### config.mk
export PLATFORM = sky130hd
export DESIGN_NAME = token_id_hasher_top_flat
export DESIGN_NICKNAME = d
export VERILOG_FILES = /design/src/rtl/tih_pkg.sv /design/src/rtl/tih_if.sv /design/src/rtl/token_id_hasher_top.sv /design/src/rtl/tih_in_stage.sv /design/src/rtl/tih_accum.sv /design/src/flat_wrapper.sv
export SDC_FILE = /design/constraint.sdc
export NUM_CORES = 1
export LEC_CHECK = 0
export ABC_CLOCK_PERIOD_IN_PS = 10700
export BUFFER_PORTS_ARGS = -buffer_cell sky130_fd_sc_hd__buf_4
export CAP_MARGIN = 20
export CORE_MARGIN = 2
export CORE_UTILIZATION = 30
export DETAILED_ROUTE_END_ITERATION = 6
export SLEW_MARGIN = 20
export SYNTH_ARGS = -nofsm -noshare
export SYNTH_HDL_FRONTEND = slang
export SYNTH_SLANG_ARGS = --single-unit
### constraint.sdc
create_clock -name clk_i -period 10.7 [get_ports clk_i]
set_input_delay 1.07 -clock clk_i [delete_from_list [all_inputs] [get_ports clk_i]]
set_output_delay 1.07 -clock clk_i [all_outputs]
set_load 0.05 [all_outputs]
### src/rtl/tih_pkg.sv
`timescale 1ns / 1ps

package tih_pkg;

  localparam int unsigned ByteW = 8;
  localparam int unsigned IdW   = 32;
  localparam int unsigned PosW  = 4;
  localparam int unsigned Depth = 16;

  localparam logic [IdW-1:0] GeneralMark = 32'h8000_0000;
  localparam logic [IdW-1:0] Low31Mask   = 32'h7FFF_FFFF;
  localparam logic [IdW-1:0] AlnumMark   = 32'h4000_0000;

  localparam logic [IdW-1:0] MULT_TABLE [Depth] = '{
    32'h01EE5DB9, 32'h491408C3, 32'h0465FB69, 32'h421F0141,
    32'h2E7D036B, 32'h2D41C7B9, 32'h58C0EF0D, 32'h7B15A53B,
    32'h7C9D3761, 32'h5ABB9B0B, 32'h24109367, 32'h5A5B741F,
    32'h6B9F12E9, 32'h71BA7809, 32'h081F69CD, 32'h4D9B740B
  };

  // one request as held in the input register
  typedef struct packed {
    logic [ByteW-1:0] char_byte;
    logic             byte_present;
    logic             word_end;
  } item_t;

  function automatic logic is_alnum(input logic [ByteW-1:0] b);
    return (b >= 8'h30 && b <= 8'h39) ||
           (b >= 8'h41 && b <= 8'h5A) ||
           (b >= 8'h61 && b <= 8'h7A);
  endfunction

endpackage

### src/rtl/tih_if.sv
`timescale 1ns / 1ps

interface tih_in_if;
  logic       valid;
  logic       ready;
  logic [7:0] char_byte;
  logic       byte_present;
  logic       word_end;

  modport source (output valid, char_byte, byte_present, word_end, input ready);
  modport sink   (input valid, char_byte, byte_present, word_end, output ready);
endinterface

interface tih_out_if;
  logic               valid;
  logic               ready;
  logic signed [31:0] word_id;
  logic               alnum_form;

  modport source (output valid, word_id, alnum_form, input ready);
  modport sink   (input valid, word_id, alnum_form, output ready);
endinterface

### src/rtl/token_id_hasher_top.sv
`timescale 1ns / 1ps
// token_id_hasher_top: hashes the bytes of a word into a 32-bit word id.
//
// in_i  : one request per byte (char_byte, byte_present, word_end). A zero
//         or absent byte is skipped; word_end closes the word after the
//         request's own byte is hashed. A word with no byte gives id 0.
// out_o : one result per word end (word_id, alnum_form).
// cfg   : cfg_we_i / cfg_wdata_i write general_only; write only while idle.
//
// Path: a request accepted on in_i is held in the input register, and its
// result is held in the result register on out_o (two register stages).
// Throughput: one request per cycle outside a Stall, set by the single
// table-multiply and 32-bit accumulate between input and result registers.
// Stall: while a result waits on out_o, requests that do not end a word keep
// flowing; the next word end holds in the input register until the result
// slot drains, and in_i.ready then follows out_o.ready.
// Reset: clears the running sum, position and seen flag, sets alnum to 1,
// drops both valid stages and sets general_only to 0.
module token_id_hasher_top (
  input  logic      clk_i,
  input  logic      rst_ni,
  input  logic      cfg_we_i,
  input  logic      cfg_wdata_i,
  tih_in_if.sink    in_i,
  tih_out_if.source out_o
);
  import tih_pkg::*;

  logic  general_only_q;
  logic  stage_valid;
  logic  take;
  item_t stage_item;

  // configuration register
  always_ff @(posedge clk_i or negedge rst_ni) begin
    if (!rst_ni) begin
      general_only_q <= 1'b0;
    end else if (cfg_we_i) begin
      general_only_q <= cfg_wdata_i;
    end
  end

  // input register stage
  tih_in_stage u_in_stage (
    .clk_i   (clk_i),
    .rst_ni  (rst_ni),
    .in_i    (in_i),
    .take_i  (take),
    .valid_o (stage_valid),
    .item_o  (stage_item)
  );

  // hash accumulator and result register
  tih_accum u_accum (
    .clk_i          (clk_i),
    .rst_ni         (rst_ni),
    .general_only_i (general_only_q),
    .valid_i        (stage_valid),
    .item_i         (stage_item),
    .take_o         (take),
    .out_o          (out_o)
  );

endmodule

### src/rtl/tih_in_stage.sv
`timescale 1ns / 1ps

module tih_in_stage (
  input  logic          clk_i,
  input  logic          rst_ni,
  tih_in_if.sink        in_i,
  input  logic          take_i,
  output logic          valid_o,
  output tih_pkg::item_t item_o
);
  import tih_pkg::*;

  logic  valid_d, valid_q;
  item_t item_q;
  logic  accept;

  assign in_i.ready = !valid_q || take_i;
  assign accept     = in_i.valid && in_i.ready;

  always_comb begin
    valid_d = valid_q;
    if (accept) begin
      valid_d = 1'b1;
    end else if (take_i) begin
      valid_d = 1'b0;
    end
  end

  always_ff @(posedge clk_i or negedge rst_ni) begin
    if (!rst_ni) begin
      valid_q <= 1'b0;
    end else begin
      valid_q <= valid_d;
    end
  end

  always_ff @(posedge clk_i) begin
    if (accept) begin
      item_q.char_byte    <= in_i.char_byte;
      item_q.byte_present <= in_i.byte_present;
      item_q.word_end     <= in_i.word_end;
    end
  end

  assign valid_o = valid_q;
  assign item_o  = item_q;

endmodule

### src/rtl/tih_accum.sv
`timescale 1ns / 1ps

module tih_accum (
  input  logic           clk_i,
  input  logic           rst_ni,
  input  logic           general_only_i,
  input  logic           valid_i,
  input  tih_pkg::item_t item_i,
  output logic           take_o,
  tih_out_if.source      out_o
);
  import tih_pkg::*;

  logic [IdW-1:0]       sum_d, sum_q;
  logic [PosW-1:0]      pos_d, pos_q;
  logic                 alnum_d, alnum_q;
  logic                 seen_d, seen_q;
  logic                 ovalid_d, ovalid_q;
  logic [IdW-1:0]       id_d, id_q;
  logic                 form_d, form_q;

  logic                 take;
  logic                 byte_ok;
  logic [IdW+ByteW-1:0] prod;
  logic [IdW-1:0]       sum_upd;
  logic                 alnum_upd;
  logic                 seen_upd;

  // an ending request needs the result slot free or draining
  assign take   = valid_i && (!item_i.word_end || !ovalid_q || out_o.ready);
  assign take_o = take;

  assign byte_ok   = item_i.byte_present && (item_i.char_byte != '0);
  assign prod      = MULT_TABLE[pos_q] * item_i.char_byte;
  assign sum_upd   = byte_ok ? sum_q + prod[IdW-1:0] : sum_q;
  assign alnum_upd = alnum_q && (!byte_ok || is_alnum(item_i.char_byte));
  assign seen_upd  = seen_q || byte_ok;

  always_comb begin
    sum_d    = sum_q;
    pos_d    = pos_q;
    alnum_d  = alnum_q;
    seen_d   = seen_q;
    ovalid_d = ovalid_q && !out_o.ready;
    id_d     = id_q;
    form_d   = form_q;
    if (take) begin
      if (item_i.word_end) begin
        sum_d    = '0;
        pos_d    = '0;
        alnum_d  = 1'b1;
        seen_d   = 1'b0;
        ovalid_d = 1'b1;
        if (!seen_upd) begin
          id_d   = '0;
          form_d = 1'b0;
        end else if (general_only_i || !alnum_upd) begin
          id_d   = sum_upd | GeneralMark;
          form_d = 1'b0;
        end else begin
          id_d   = (sum_upd & Low31Mask) | AlnumMark;
          form_d = 1'b1;
        end
      end else begin
        sum_d   = sum_upd;
        pos_d   = byte_ok ? pos_q + 1'b1 : pos_q;
        alnum_d = alnum_upd;
        seen_d  = seen_upd;
      end
    end
  end

  always_ff @(posedge clk_i or negedge rst_ni) begin
    if (!rst_ni) begin
      sum_q    <= '0;
      pos_q    <= '0;
      alnum_q  <= 1'b1;
      seen_q   <= 1'b0;
      ovalid_q <= 1'b0;
    end else begin
      sum_q    <= sum_d;
      pos_q    <= pos_d;
      alnum_q  <= alnum_d;
      seen_q   <= seen_d;
      ovalid_q <= ovalid_d;
    end
  end

  always_ff @(posedge clk_i) begin
    id_q   <= id_d;
    form_q <= form_d;
  end

  assign out_o.valid      = ovalid_q;
  assign out_o.word_id    = $signed(id_q);
  assign out_o.alnum_form = form_q;

  a_end_loads: assert property (@(posedge clk_i) disable iff (!rst_ni)
    take && item_i.word_end |=> ovalid_q && !seen_q && pos_q == '0 && sum_q == '0)
    else $error("word end did not load result and clear state");

  a_empty_state: assert property (@(posedge clk_i) disable iff (!rst_ni)
    !seen_q |-> sum_q == '0 && pos_q == '0 && alnum_q)
    else $error("state dirty without any byte");

  a_alnum_tag: assert property (@(posedge clk_i) disable iff (!rst_ni)
    ovalid_q && form_q |-> id_q[IdW-1:IdW-2] == 2'b01)
    else $error("alphanumeric id lacks its tag bits");

  a_no_overwrite: assert property (@(posedge clk_i) disable iff (!rst_ni)
    ovalid_q && !out_o.ready |=> ovalid_q && $stable(id_q) && $stable(form_q))
    else $error("pending result lost while stalled");

endmodule
### src/flat_wrapper.sv
// flat-port wrapper written by rule: the top's interface ports become plain ports
module token_id_hasher_top_flat import tih_pkg::*;
  (clk_i, rst_ni, cfg_we_i, cfg_wdata_i, in_i_valid, in_i_char_byte, in_i_byte_present, in_i_word_end, in_i_ready, out_o_valid, out_o_word_id, out_o_alnum_form, out_o_ready);
  tih_in_if in_i_i ();
  tih_out_if out_o_i ();
  input  logic clk_i;
  input  logic rst_ni;
  input  logic cfg_we_i;
  input  logic cfg_wdata_i;
  input wire logic [$bits(in_i_i.valid)-1:0] in_i_valid;
  input wire logic [$bits(in_i_i.char_byte)-1:0] in_i_char_byte;
  input wire logic [$bits(in_i_i.byte_present)-1:0] in_i_byte_present;
  input wire logic [$bits(in_i_i.word_end)-1:0] in_i_word_end;
  output wire logic [$bits(in_i_i.ready)-1:0] in_i_ready;
  output wire logic [$bits(out_o_i.valid)-1:0] out_o_valid;
  output wire logic [$bits(out_o_i.word_id)-1:0] out_o_word_id;
  output wire logic [$bits(out_o_i.alnum_form)-1:0] out_o_alnum_form;
  input wire logic [$bits(out_o_i.ready)-1:0] out_o_ready;
  assign in_i_i.valid = in_i_valid;
  assign in_i_i.char_byte = in_i_char_byte;
  assign in_i_i.byte_present = in_i_byte_present;
  assign in_i_i.word_end = in_i_word_end;
  assign in_i_ready = in_i_i.ready;
  assign out_o_valid = out_o_i.valid;
  assign out_o_word_id = out_o_i.word_id;
  assign out_o_alnum_form = out_o_i.alnum_form;
  assign out_o_i.ready = out_o_ready;
  token_id_hasher_top u_core (.clk_i(clk_i), .rst_ni(rst_ni), .cfg_we_i(cfg_we_i), .cfg_wdata_i(cfg_wdata_i), .in_i(in_i_i), .out_o(out_o_i));
endmodule
; Word level (Yosys, flattened, before mapping)
; Memory sizes are Yosys's and may differ from the RTL's.
; Cells that the tools add are included.
[totals]
regBits = 84
latchBits = 0
ram_bits = 0
romBits = 512
in_bits = 16
out_inout_bits = 35
word_cells = 66
n_memories = 1
[mem_list]
columns = memory, depth, width, rd, rd_clocked_by_memory_dff, write_ports, line
row1 = (name not given), 16, 32, 1, 0, 0, tih_accum.sv:34  ; assign prod = MULT_TABLE[pos_q] * item_i.char_byte;
[op_classes]
n_addsub = 2
mul = 1
n_div = 0
n_lt_le_gt_ge = 7
eq_ne = 0
n_shift = 0
mux = 14
bitwise_logic = 1
reduce_logical = 27
[op_table]
columns = operator, count
row1 = two-way mux 32 bit, 5
row2 = adder 32 bit, 1
row3 = multiplier 32 x 8 -> 32 bit, 1
row4 = greater-or-equal comparator 8 x 7 -> 1 bit (second input constant), 2
row5 = <= comparator 8 x 7 -> 1 bit (second input constant), 2
row6 = greater-or-equal comparator 8 x 6 -> 1 bit (second input constant), 1
row7 = <= comparator 8 x 6 -> 1 bit (second input constant), 1
row8 = logical AND 1 bit, 8
row9 = logical OR 1 bit, 8
row10 = two-way mux 4 bit, 2
row11 = nonzero test 8 bit, 1
row12 = two-way mux 1 bit, 7
row13 = zero test 1 bit, 6
row14 = greater-or-equal comparator 5 bit (second input constant), 1
row15 = inverter 4 -> 5 bit, 1
row16 = adder 4 x 1 -> 4 bit (second input constant), 1
row17 = AND reduction 2 bit, 2
row18 = nonzero test 2 bit, 2

; Longest topological paths before layout
; Gate-level depths: netlist of run 1.
[depth]
word_depth = 9
ltp_mapped = 25
mapped_depth_nobuf = 23

; By module
; A second synthesis of run 1 with hierarchy kept.
[hier_totals]
hier_cells = 1240
hier_area_um2 = 11377.2
[by_module_without_submodules]
columns = mod, instances, cells_per_inst, area_per_inst_um2, seq_area_each_um2
row1 = tih_accum, 1, 1224, 10983.0, 1943.1
row2 = tih_in_stage, 1, 14, 354.1, 325.3
row3 = token_id_hasher_top, 1, 2, 40.0, 25.0

; Worst setup path after synthesis of run 1
; OpenSTA, ideal clock, no wires.
[synth_path]
path_type = register to register
from = reg u_core.u_accum.pos_q[0]
to = reg u_core.u_accum.id_q[29], in the netlist u_core.u_accum.out_o.word_id[29], data pin
setup_ns = 0.256
arrival_ns = 5.712
t_required_ns = 10.444
slack_ns = 4.732
path_stages_with_launch = 22
path_buffers = 1
period_less_slack_ns = 5.968
path_cell_list = dfrtp_1 -> inv_1 -> ha_1 -> buf_2 -> nor3_1 -> nor3b_1 -> a31oi_1 -> nor2b_1 -> fa_1 -> fa_1 -> fa_1 -> inv_1 -> fa_1 -> inv_1 -> ha_1 -> a21o_1 -> a31oi_1 -> o21ai_0 -> o211ai_1 -> a211oi_1 -> or3_1 -> a31o_2
[synth_between]
elab_chain_len = 8
[synth_rtl]
columns = element, line
row1 = start: declaration, tih_accum.sv:15  ; logic [PosW-1:0] pos_d, pos_q;
row2 = start signal: assignment, tih_accum.sv:82  ; pos_q <= pos_d;
row3 = inverter 4 -> 5 bit (implied by the code), tih_accum.sv:34
row4 = memory read (16 x 32 bit), n/a
row5 = two-way mux 32 bit (implied by the code) (2 in a row), tih_accum.sv:34
row6 = multiplier 32 x 8 -> 32 bit, tih_accum.sv:34
row7 = adder 32 bit, tih_accum.sv:35  ; assign sum_upd = byte_ok ? sum_q + prod[IdW-1:0] : sum_q;
row8 = two-way mux 32 bit, tih_accum.sv:35
row9 = two-way mux 32 bit, tih_accum.sv:57  ; end else if (general_only_i || !alnum_upd) begin
row10 = end signal: assignment, tih_accum.sv:90  ; id_q <= id_d;
row11 = end: declaration, tih_accum.sv:19  ; logic [IdW-1:0] id_d, id_q;
; Every way passes these cells. The select of a mux whose other input is x is not followed.
; A chain may end at the register's enable or synchronous reset.

; Final worst setup path of run 1
; Ends and elaborated chain as after synthesis.

==> run metrics, run 1 <==
core area=37500 um2; aggregate global-route resource usage=0.163; yosys warns=0; Fmax=135 MHz; drt pass-1 iters=5; worst-path fanout max=18; initial antenna violation count=0; layout overhead on the synthesized area=10.6%; Final Critical Period=7.41 ns; HP Class=register to register; total CTS buffers=9; Post-Syn Nets=1485; Post-Route WL=30400 um; routed vias=8594; Synth Area in Compound Gates=0.119; final setup fails=0; Worst slew margin=0.216; final hold viol count=0; Starting Density=0.303; Syn Inst Count=1241; layout net count=1505; H-tree depth=3; Layout Cells excl Fill=1777; grt total ovfl=0; ratio of cells with drive above 1 in the final layout=0.0853; CP peak stage delay=0.93 ns; port buffer count=50; Worst Path Arrival=7.51 ns; first-pass GRT wire length=49600 um; CTS sink count=83; multiplexer share of the synthesized area=0.00649; largest net degree at the start of global routing=51; Hold Slack=0.483 ns; row count=71; chip height=199 um; syn_area_per_cell=9.17 um2; Synth area leaders=fa_1, edfxtp_1, dfrtp_1; Worst Tran Pin Value=1.17 ns; antenna fix cells=0; biggest area consumer among synthesized cells=fa_1; largest family of logic cells by synthesized area=adder cells; sequential fraction of the synthesis area=0.202; crit end category=register; simple-gate share of the synthesized area=0.175; clk_lat worst skew=0.36 ns; Adder-Cell Fraction of Synth Area=0.369; Avg WL per Cell=17.1 um; Post-synth EDFFs=43; post-synth cell types=74; vias in the first global route=9070; DRC violations left=0; FF+latch count, synth=83; Placed Cells incl. Taps=1761; routability cong.=0.896; Initial DRC Count=603; CP max stage cell=o31ai_1; Die W=199 um; clk slew on worst S/H paths=0.07 ns; DRT antenna net count=0; CP startpoint kind=register; fin crit share=0.692; RSZ-0062 raised after global routing=no; CTS tree=done; number of setup buffers added after CTS=0; ys flop type=edfxtp_1; fin. max-slew vios=0; via-per-instance ratio=4.84; CP cell instances=inv_1 -> ha_1 -> nor2b_4 -> o31ai_1 -> nand2_1 -> fa_1 -> inv_1 -> fa_1 -> fa_1 -> inv_1 -> fa_1 -> inv_1 -> ha_1 -> a21o_1 -> a21oi_1 -> o21ai_0 -> o211ai_1 -> a211oi_1 -> or3_1 -> a31o_2; max cap viols=0; Root Driver=clkbuf_16; PostCTS Resize Cnt=0; cts hold-fix bufs=0; Max Root-Sink Buffers=2; Ports=51; ys async rst share=0.482; Worst Skew=0.0121 ns; # fillers=3887; Req. time, crit path=10.81 ns; die area=39500 um2; share of the synthesized area in the top cell type=0.315; status=complete, no violations; Worst Path Class, Setup=register to register; xor/xnor cell area share of the yosys netlist=0.0263; Worst R2R Setup Slack=3.29 ns; setup_tns=0 ns; post-synthesis cell area=11400 um2; HPWL after DPL=22800 um
registers in the layout, indices dropped and copies added (netlist names), 4 cells and up:
register and flops:
u_core.u_accum.out_o.word_id 32, u_core.u_accum.pos_q 4, u_core.u_accum.sum_q 31, u_core.u_in_stage.item_o 10
synthesized netlist by cell type, types with 10 or more instances:
cell type,number
edfxtp_1,43
a22o_1,18
ha_1,49
nor2b_1,17
nand2b_1,15
a21oi_1,40
nand3_1,23
inv_1,246
buf_2,13
xnor2_1,23
dfrtp_1,39
and2_1,118
nor3_1,10
o21ai_0,50
nor2_1,39
clkbuf_1,33
a21o_1,20
fa_1,179
nand2_1,140
final cells by class:
cell class / count / area [um2] / area share
multi-input combinational: 856 / 7940 / 0.631
sequential: 83 / 2290 / 0.182
inverter: 247 / 927 / 0.0737
tap: 511 / 639 / 0.0508
timing repair buffer: 64 / 480 / 0.0382
clock buffer: 9 / 225 / 0.0179
clock inverter: 7 / 76.3 / 0.00607
per-layer routing:
layer	part of all wire	vias to the layer above	global-route usage	wire, um
li1	-	3925	-	-
met1	0.44	4418	0.216	13400
met2	0.49	205	0.274	14900
met3	0.039	46	0.0234	1190
met4	0.028	0	0.0509	863
met5	0	-	0	0
cells by family after synthesis:
group	after synthesis
and+or+nand+nor	390
buffers and inverters	302
adders and majority gates	228
AOI/OAI and AO/OA	202
DFF	83
xor gates and xnor gates	31
muxes	5
path summary, 6_finish.rpt:
kind	from	end	cells past startpoint
worst max-delay path	u_core.u_accum.pos_q[0]$_DFFE_PN0P_	u_core.u_accum.out_o.word_id[29]$_SDFFCE_PP0P_	20
worst min-delay path	u_core.u_accum.sum_q[12]$_DFFE_PN0P_	u_core.u_accum.sum_q[12]$_DFFE_PN0P_	2
worst max register to register	u_core.u_accum.pos_q[0]$_DFFE_PN0P_	u_core.u_accum.out_o.word_id[29]$_SDFFCE_PP0P_	20
worst min register to register	u_core.u_accum.sum_q[12]$_DFFE_PN0P_	u_core.u_accum.sum_q[12]$_DFFE_PN0P_	2
max in group asynchronous	rst_ni	u_core.u_accum.pos_q[2]$_DFFE_PN0P_	1
min in group asynchronous	rst_ni	u_core.u_accum.sum_q[28]$_DFFE_PN0P_	1
through the flow:
step | worst slack, ns | utilization | area, um2
3_3_place_gp | 3.09 | 0.327 | 12300
2_1_floorplan | 4.73 | - | 11400
6_report | 3.29 | 0.336 | 12600
3_5_place_dp | 3.04 | 0.327 | 12300
5_1_grt | 2.88 | 0.336 | 12600
4_1_cts | 3.03 | 0.335 | 12600
worst max-delay path, delay by kind of cell, from the launching register on:
kind | cells | cell delay (ns)
fa+ha+maj | 6 | 2.90
flops | 1 | 0.72
simple gates | 3 | 0.69
compound gates | 7 | 2.49
buf+inv | 4 | 0.37
placed cells by master (no fill, tap or decap), drive strengths merged, types with 3 or more instances in the layout:
cell    count
a211oi      7
a21boi      4
a21o       20
a21oi      44
a22o       18
a31oi       7
and2      118
and3        8
buf        64
clkbuf      9
dfrtp      39
edfxtp     43
fa        179
ha         49
inv       249
mux2        3
nand2     140
nand2b     15
nand3      23
nor2       39
nor2b      18
nor3       11
nor3b       4
o211ai      7
o21a        5
o21ai      57
o21bai      5
o31ai       8
or4         3
xnor2      23
xor2        6
Power of run 1 is not shown: default switching activity piles up to over one toggle a cycle in this logic, so the estimate is an artifact.
==> inputs of run 2 (changes only) <==
- ABC_AREA: default -> 1
- ABC_CLOCK_PERIOD_IN_PS: 10700 -> 7200
- clock period: 10.7 -> 7.2 ns (I/O delays scaled with it)
==> run 2 against run 1 <==
Against the previous run: synthesized cell count up 16%; clock skew up 0.0057 ns; register-to-register slack worse by 2.9 ns; utilization up 0.21 points; via count up 11%; critical path type unchanged; sequential cell count unchanged; non-clock buffer count up 6; count of clock-buffer cells in the layout unchanged; worst hold slack worse by 0.12 ns; die area down 0.12%; global-route usage up 2.2 points.
==> run metrics, run 2 <==
Root Driver=clkbuf_16 (unchanged); sequential fraction of the synthesis area=0.202 (about the same); Buf/Inv on CP=6 (was 4); CP max stage cell=a32oi_1 (was o31ai_1); final hold viol count=0 (unchanged); worst r2r path cells=26 (was 20); ratio of cells with drive above 1 in the final layout=0.0889 (was 0.0853); max cap viols=0 (unchanged); Crit Reg-Reg Startpoint=u_core.u_accum.pos_q[0]$_DFFE_PN0P_ (unchanged); RSZ-0062 raised after global routing=no (unchanged); most common cell in the synthesized netlist=inv_1 (unchanged); routed vias=9524 (was 8594); largest net degree at the start of global routing=41 (was 51); drt pass-1 iters=5 (unchanged); Req. time, crit path=7.29 ns (was 10.81 ns); antenna fix cells=0 (unchanged); fin. max-slew vios=0 (unchanged); Max Root-Sink Buffers=2 (unchanged); number of setup buffers added after CTS=0 (unchanged); Worst Path Class, Setup=register to register (unchanged); fin crit share=0.945 (was 0.692); grt total ovfl=0 (unchanged); share of the synthesized area in the top cell type=0.315 (about the same); FF+latch count, synth=83 (unchanged); CTS tree=done (unchanged); Final Critical Period=6.80 ns (was 7.41 ns); Worst Path Arrival=6.90 ns (was 7.51 ns); worst-path fanout max=9 (was 18); aggregate global-route resource usage=0.185 (was 0.163); final setup fails=0 (unchanged); Avg WL per Cell=17.4 um (was 17.1 um); Post-Route WL=34800 um (was 30400 um); status=complete, no violations (unchanged); Starting Density=0.303 (about the same); Critical R2R Capture=u_core.u_accum.out_o.word_id[16]$_SDFFCE_PP0P_ (was u_core.u_accum.out_o.word_id[29]$_SDFFCE_PP0P_); core area=37500 um2 (unchanged); ys async rst share=0.482 (unchanged); ys flop type=edfxtp_1 (unchanged); # fillers=4100 (was 3887); CTS sink count=83 (unchanged); Fmax=147 MHz (was 135 MHz); HPWL after DPL=28100 um (was 22800 um); Worst Skew=0.0178 ns (was 0.0121 ns); Post-Syn Nets=1681 (was 1485); H-tree depth=3 (unchanged); crit end category=register (unchanged); clk slew on worst S/H paths=0.08 ns (was 0.07 ns); total CTS buffers=9 (unchanged); clk_lat worst skew=0.37 ns (was 0.36 ns); vias in the first global route=9826 (was 9070); syn_area_per_cell=7.91 um2 (was 9.17 um2); Ports=51 (unchanged); DRC violations left=0 (unchanged); Hold Slack=0.363 ns (was 0.483 ns); first-pass GRT wire length=55500 um (was 49600 um); row count=71 (unchanged); Commonest cells post-synth=inv_1, nand2_1, nor2_1 (was inv_1, fa_1, nand2_1); yosys warns=0 (unchanged); initial antenna violation count=0 (unchanged); layout net count=1724 (was 1505); Worst Tran Pin Value=0.991 ns (was 1.17 ns); Worst path top cell family by delay=adder cells (unchanged); most common cell after layout, fill and taps aside=inv_1 (unchanged); routability cong.=0.968 (was 0.896); cts hold-fix bufs=0 (unchanged); Worst slew margin=0.338 (was 0.216); Die W=199 um (about the same); Critical Path Most Common Cell=inv_1; chip height=199 um (about the same); Initial DRC Count=822 (was 603); HP Class=input port to asynchronous set/reset pin (was register to register); biggest area consumer among synthesized cells=fa_1 (unchanged); PostCTS Resize Cnt=0 (unchanged); die area=39400 um2 (was 39500 um2); most frequent cells in the layout=inv_1, nand2_1, nor2_1 (was inv_1, fa_1, nand2_1); Worst R2R Setup Slack=0.40 ns (was 3.29 ns); via-per-instance ratio=4.77 (was 4.84); Synth area leaders=fa_1, edfxtp_1, inv_1 (was fa_1, edfxtp_1, dfrtp_1); CP startpoint kind=register (unchanged); layout overhead on the synthesized area=11.4% (was 10.6%); number of flip-flops in the largest register=32 (unchanged); post-synthesis cell area=11400 um2 (about the same); post-synth cell types=47 (was 74); Post-synth EDFFs=43 (unchanged); setup_tns=0 ns (unchanged); DRT antenna net count=0 (unchanged); port buffer count=50 (unchanged); Syn Inst Count=1437 (was 1241); CP peak stage delay=0.56 ns (was 0.93 ns)
==> run 2: cell count changes in the layout (fill, tap and decap cells not counted), sizes merged, moves of 9 or more <==
cell    delta
nor2     +163
nand2    +143
and2     -118
inv       +90
nand3     +33
o22ai     +20
a22o      -18
nor2b     -18
xnor2     -18
nand2b    -15
a21o      -11
or2       +11
nor3       -9
==> run 2: worst max path at each step <==
| stage | startpoint | to | slack, ns | cells after the start |
|---|---|---|---|---|
| after floorplan | u_core.u_accum.pos_q[0]$_DFFE_PN0P_ | u_core.u_accum.out_o.word_id[26]$_SDFFCE_PP0P_ | 1.73 | 24 |
| after global placement | u_core.u_accum.pos_q[3]$_DFFE_PN0P_ | u_core.u_accum.out_o.word_id[16]$_SDFFCE_PP0P_ | 0.52 | 24 |
| after detailed placement | u_core.u_accum.pos_q[0]$_DFFE_PN0P_ | u_core.u_accum.out_o.word_id[18]$_SDFFCE_PP0P_ | 0.54 | 26 |
| after CTS | u_core.u_accum.pos_q[0]$_DFFE_PN0P_ | u_core.u_accum.out_o.word_id[18]$_SDFFCE_PP0P_ | 0.44 | 26 |
| after global routing | u_core.u_accum.pos_q[0]$_DFFE_PN0P_ | u_core.u_accum.out_o.word_id[18]$_SDFFCE_PP0P_ | 0.01 | 26 |
| final | u_core.u_accum.pos_q[0]$_DFFE_PN0P_ | u_core.u_accum.out_o.word_id[16]$_SDFFCE_PP0P_ | 0.40 | 26 |
==> run 2: cell type report <==
class | instances | area, um2 | share of cell area
well taps | 511 | 639 | 0.0505
flip-flops and latches | 83 | 2290 | 0.181
clock inverters | 7 | 81.3 | 0.00642
clock buffers | 9 | 225 | 0.0178
multi-input cells | 978 | 7630 | 0.602
repair buffers | 70 | 526 | 0.0415
inverters | 338 | 1270 | 0.100
==> run 2: logic make-up after synthesis <==
| kind of cell | count (synthesis) | share of synthesized area |
|---|---|---|
| xor+xnor | 16 | 0.0123 |
| flops | 83 | 0.202 |
| buf+inv | 376 | 0.127 |
| fa+ha+maj | 228 | 0.369 |
| compound gates | 166 | 0.0844 |
| mux | 1 | 0.000991 |
| simple gates | 567 | 0.204 |
==> run 2: through the flow <==
stage / instance area (um2) / std cells / setup WS, ns / util
finish: 12700 / 1996 / 0.397 / 0.338
global route: 12700 / 1996 / 0.0102 / 0.338
detailed placement: 12400 / 1980 / 0.541 / 0.330
CTS: 12700 / 1996 / 0.440 / 0.338
floorplan: 11400 / 1437 / 1.73 / -
global placement: 12400 / 1980 / 0.517 / 0.330
==> run 2: layer usage <==
layer | track usage | wire, um
met1 | 0.256 | 16200
met2 | 0.298 | 15800
met3 | 0.0324 | 1840
met4 | 0.0503 | 955
met5 | 0 | 0
Power of run 2 is left out for the same reason.
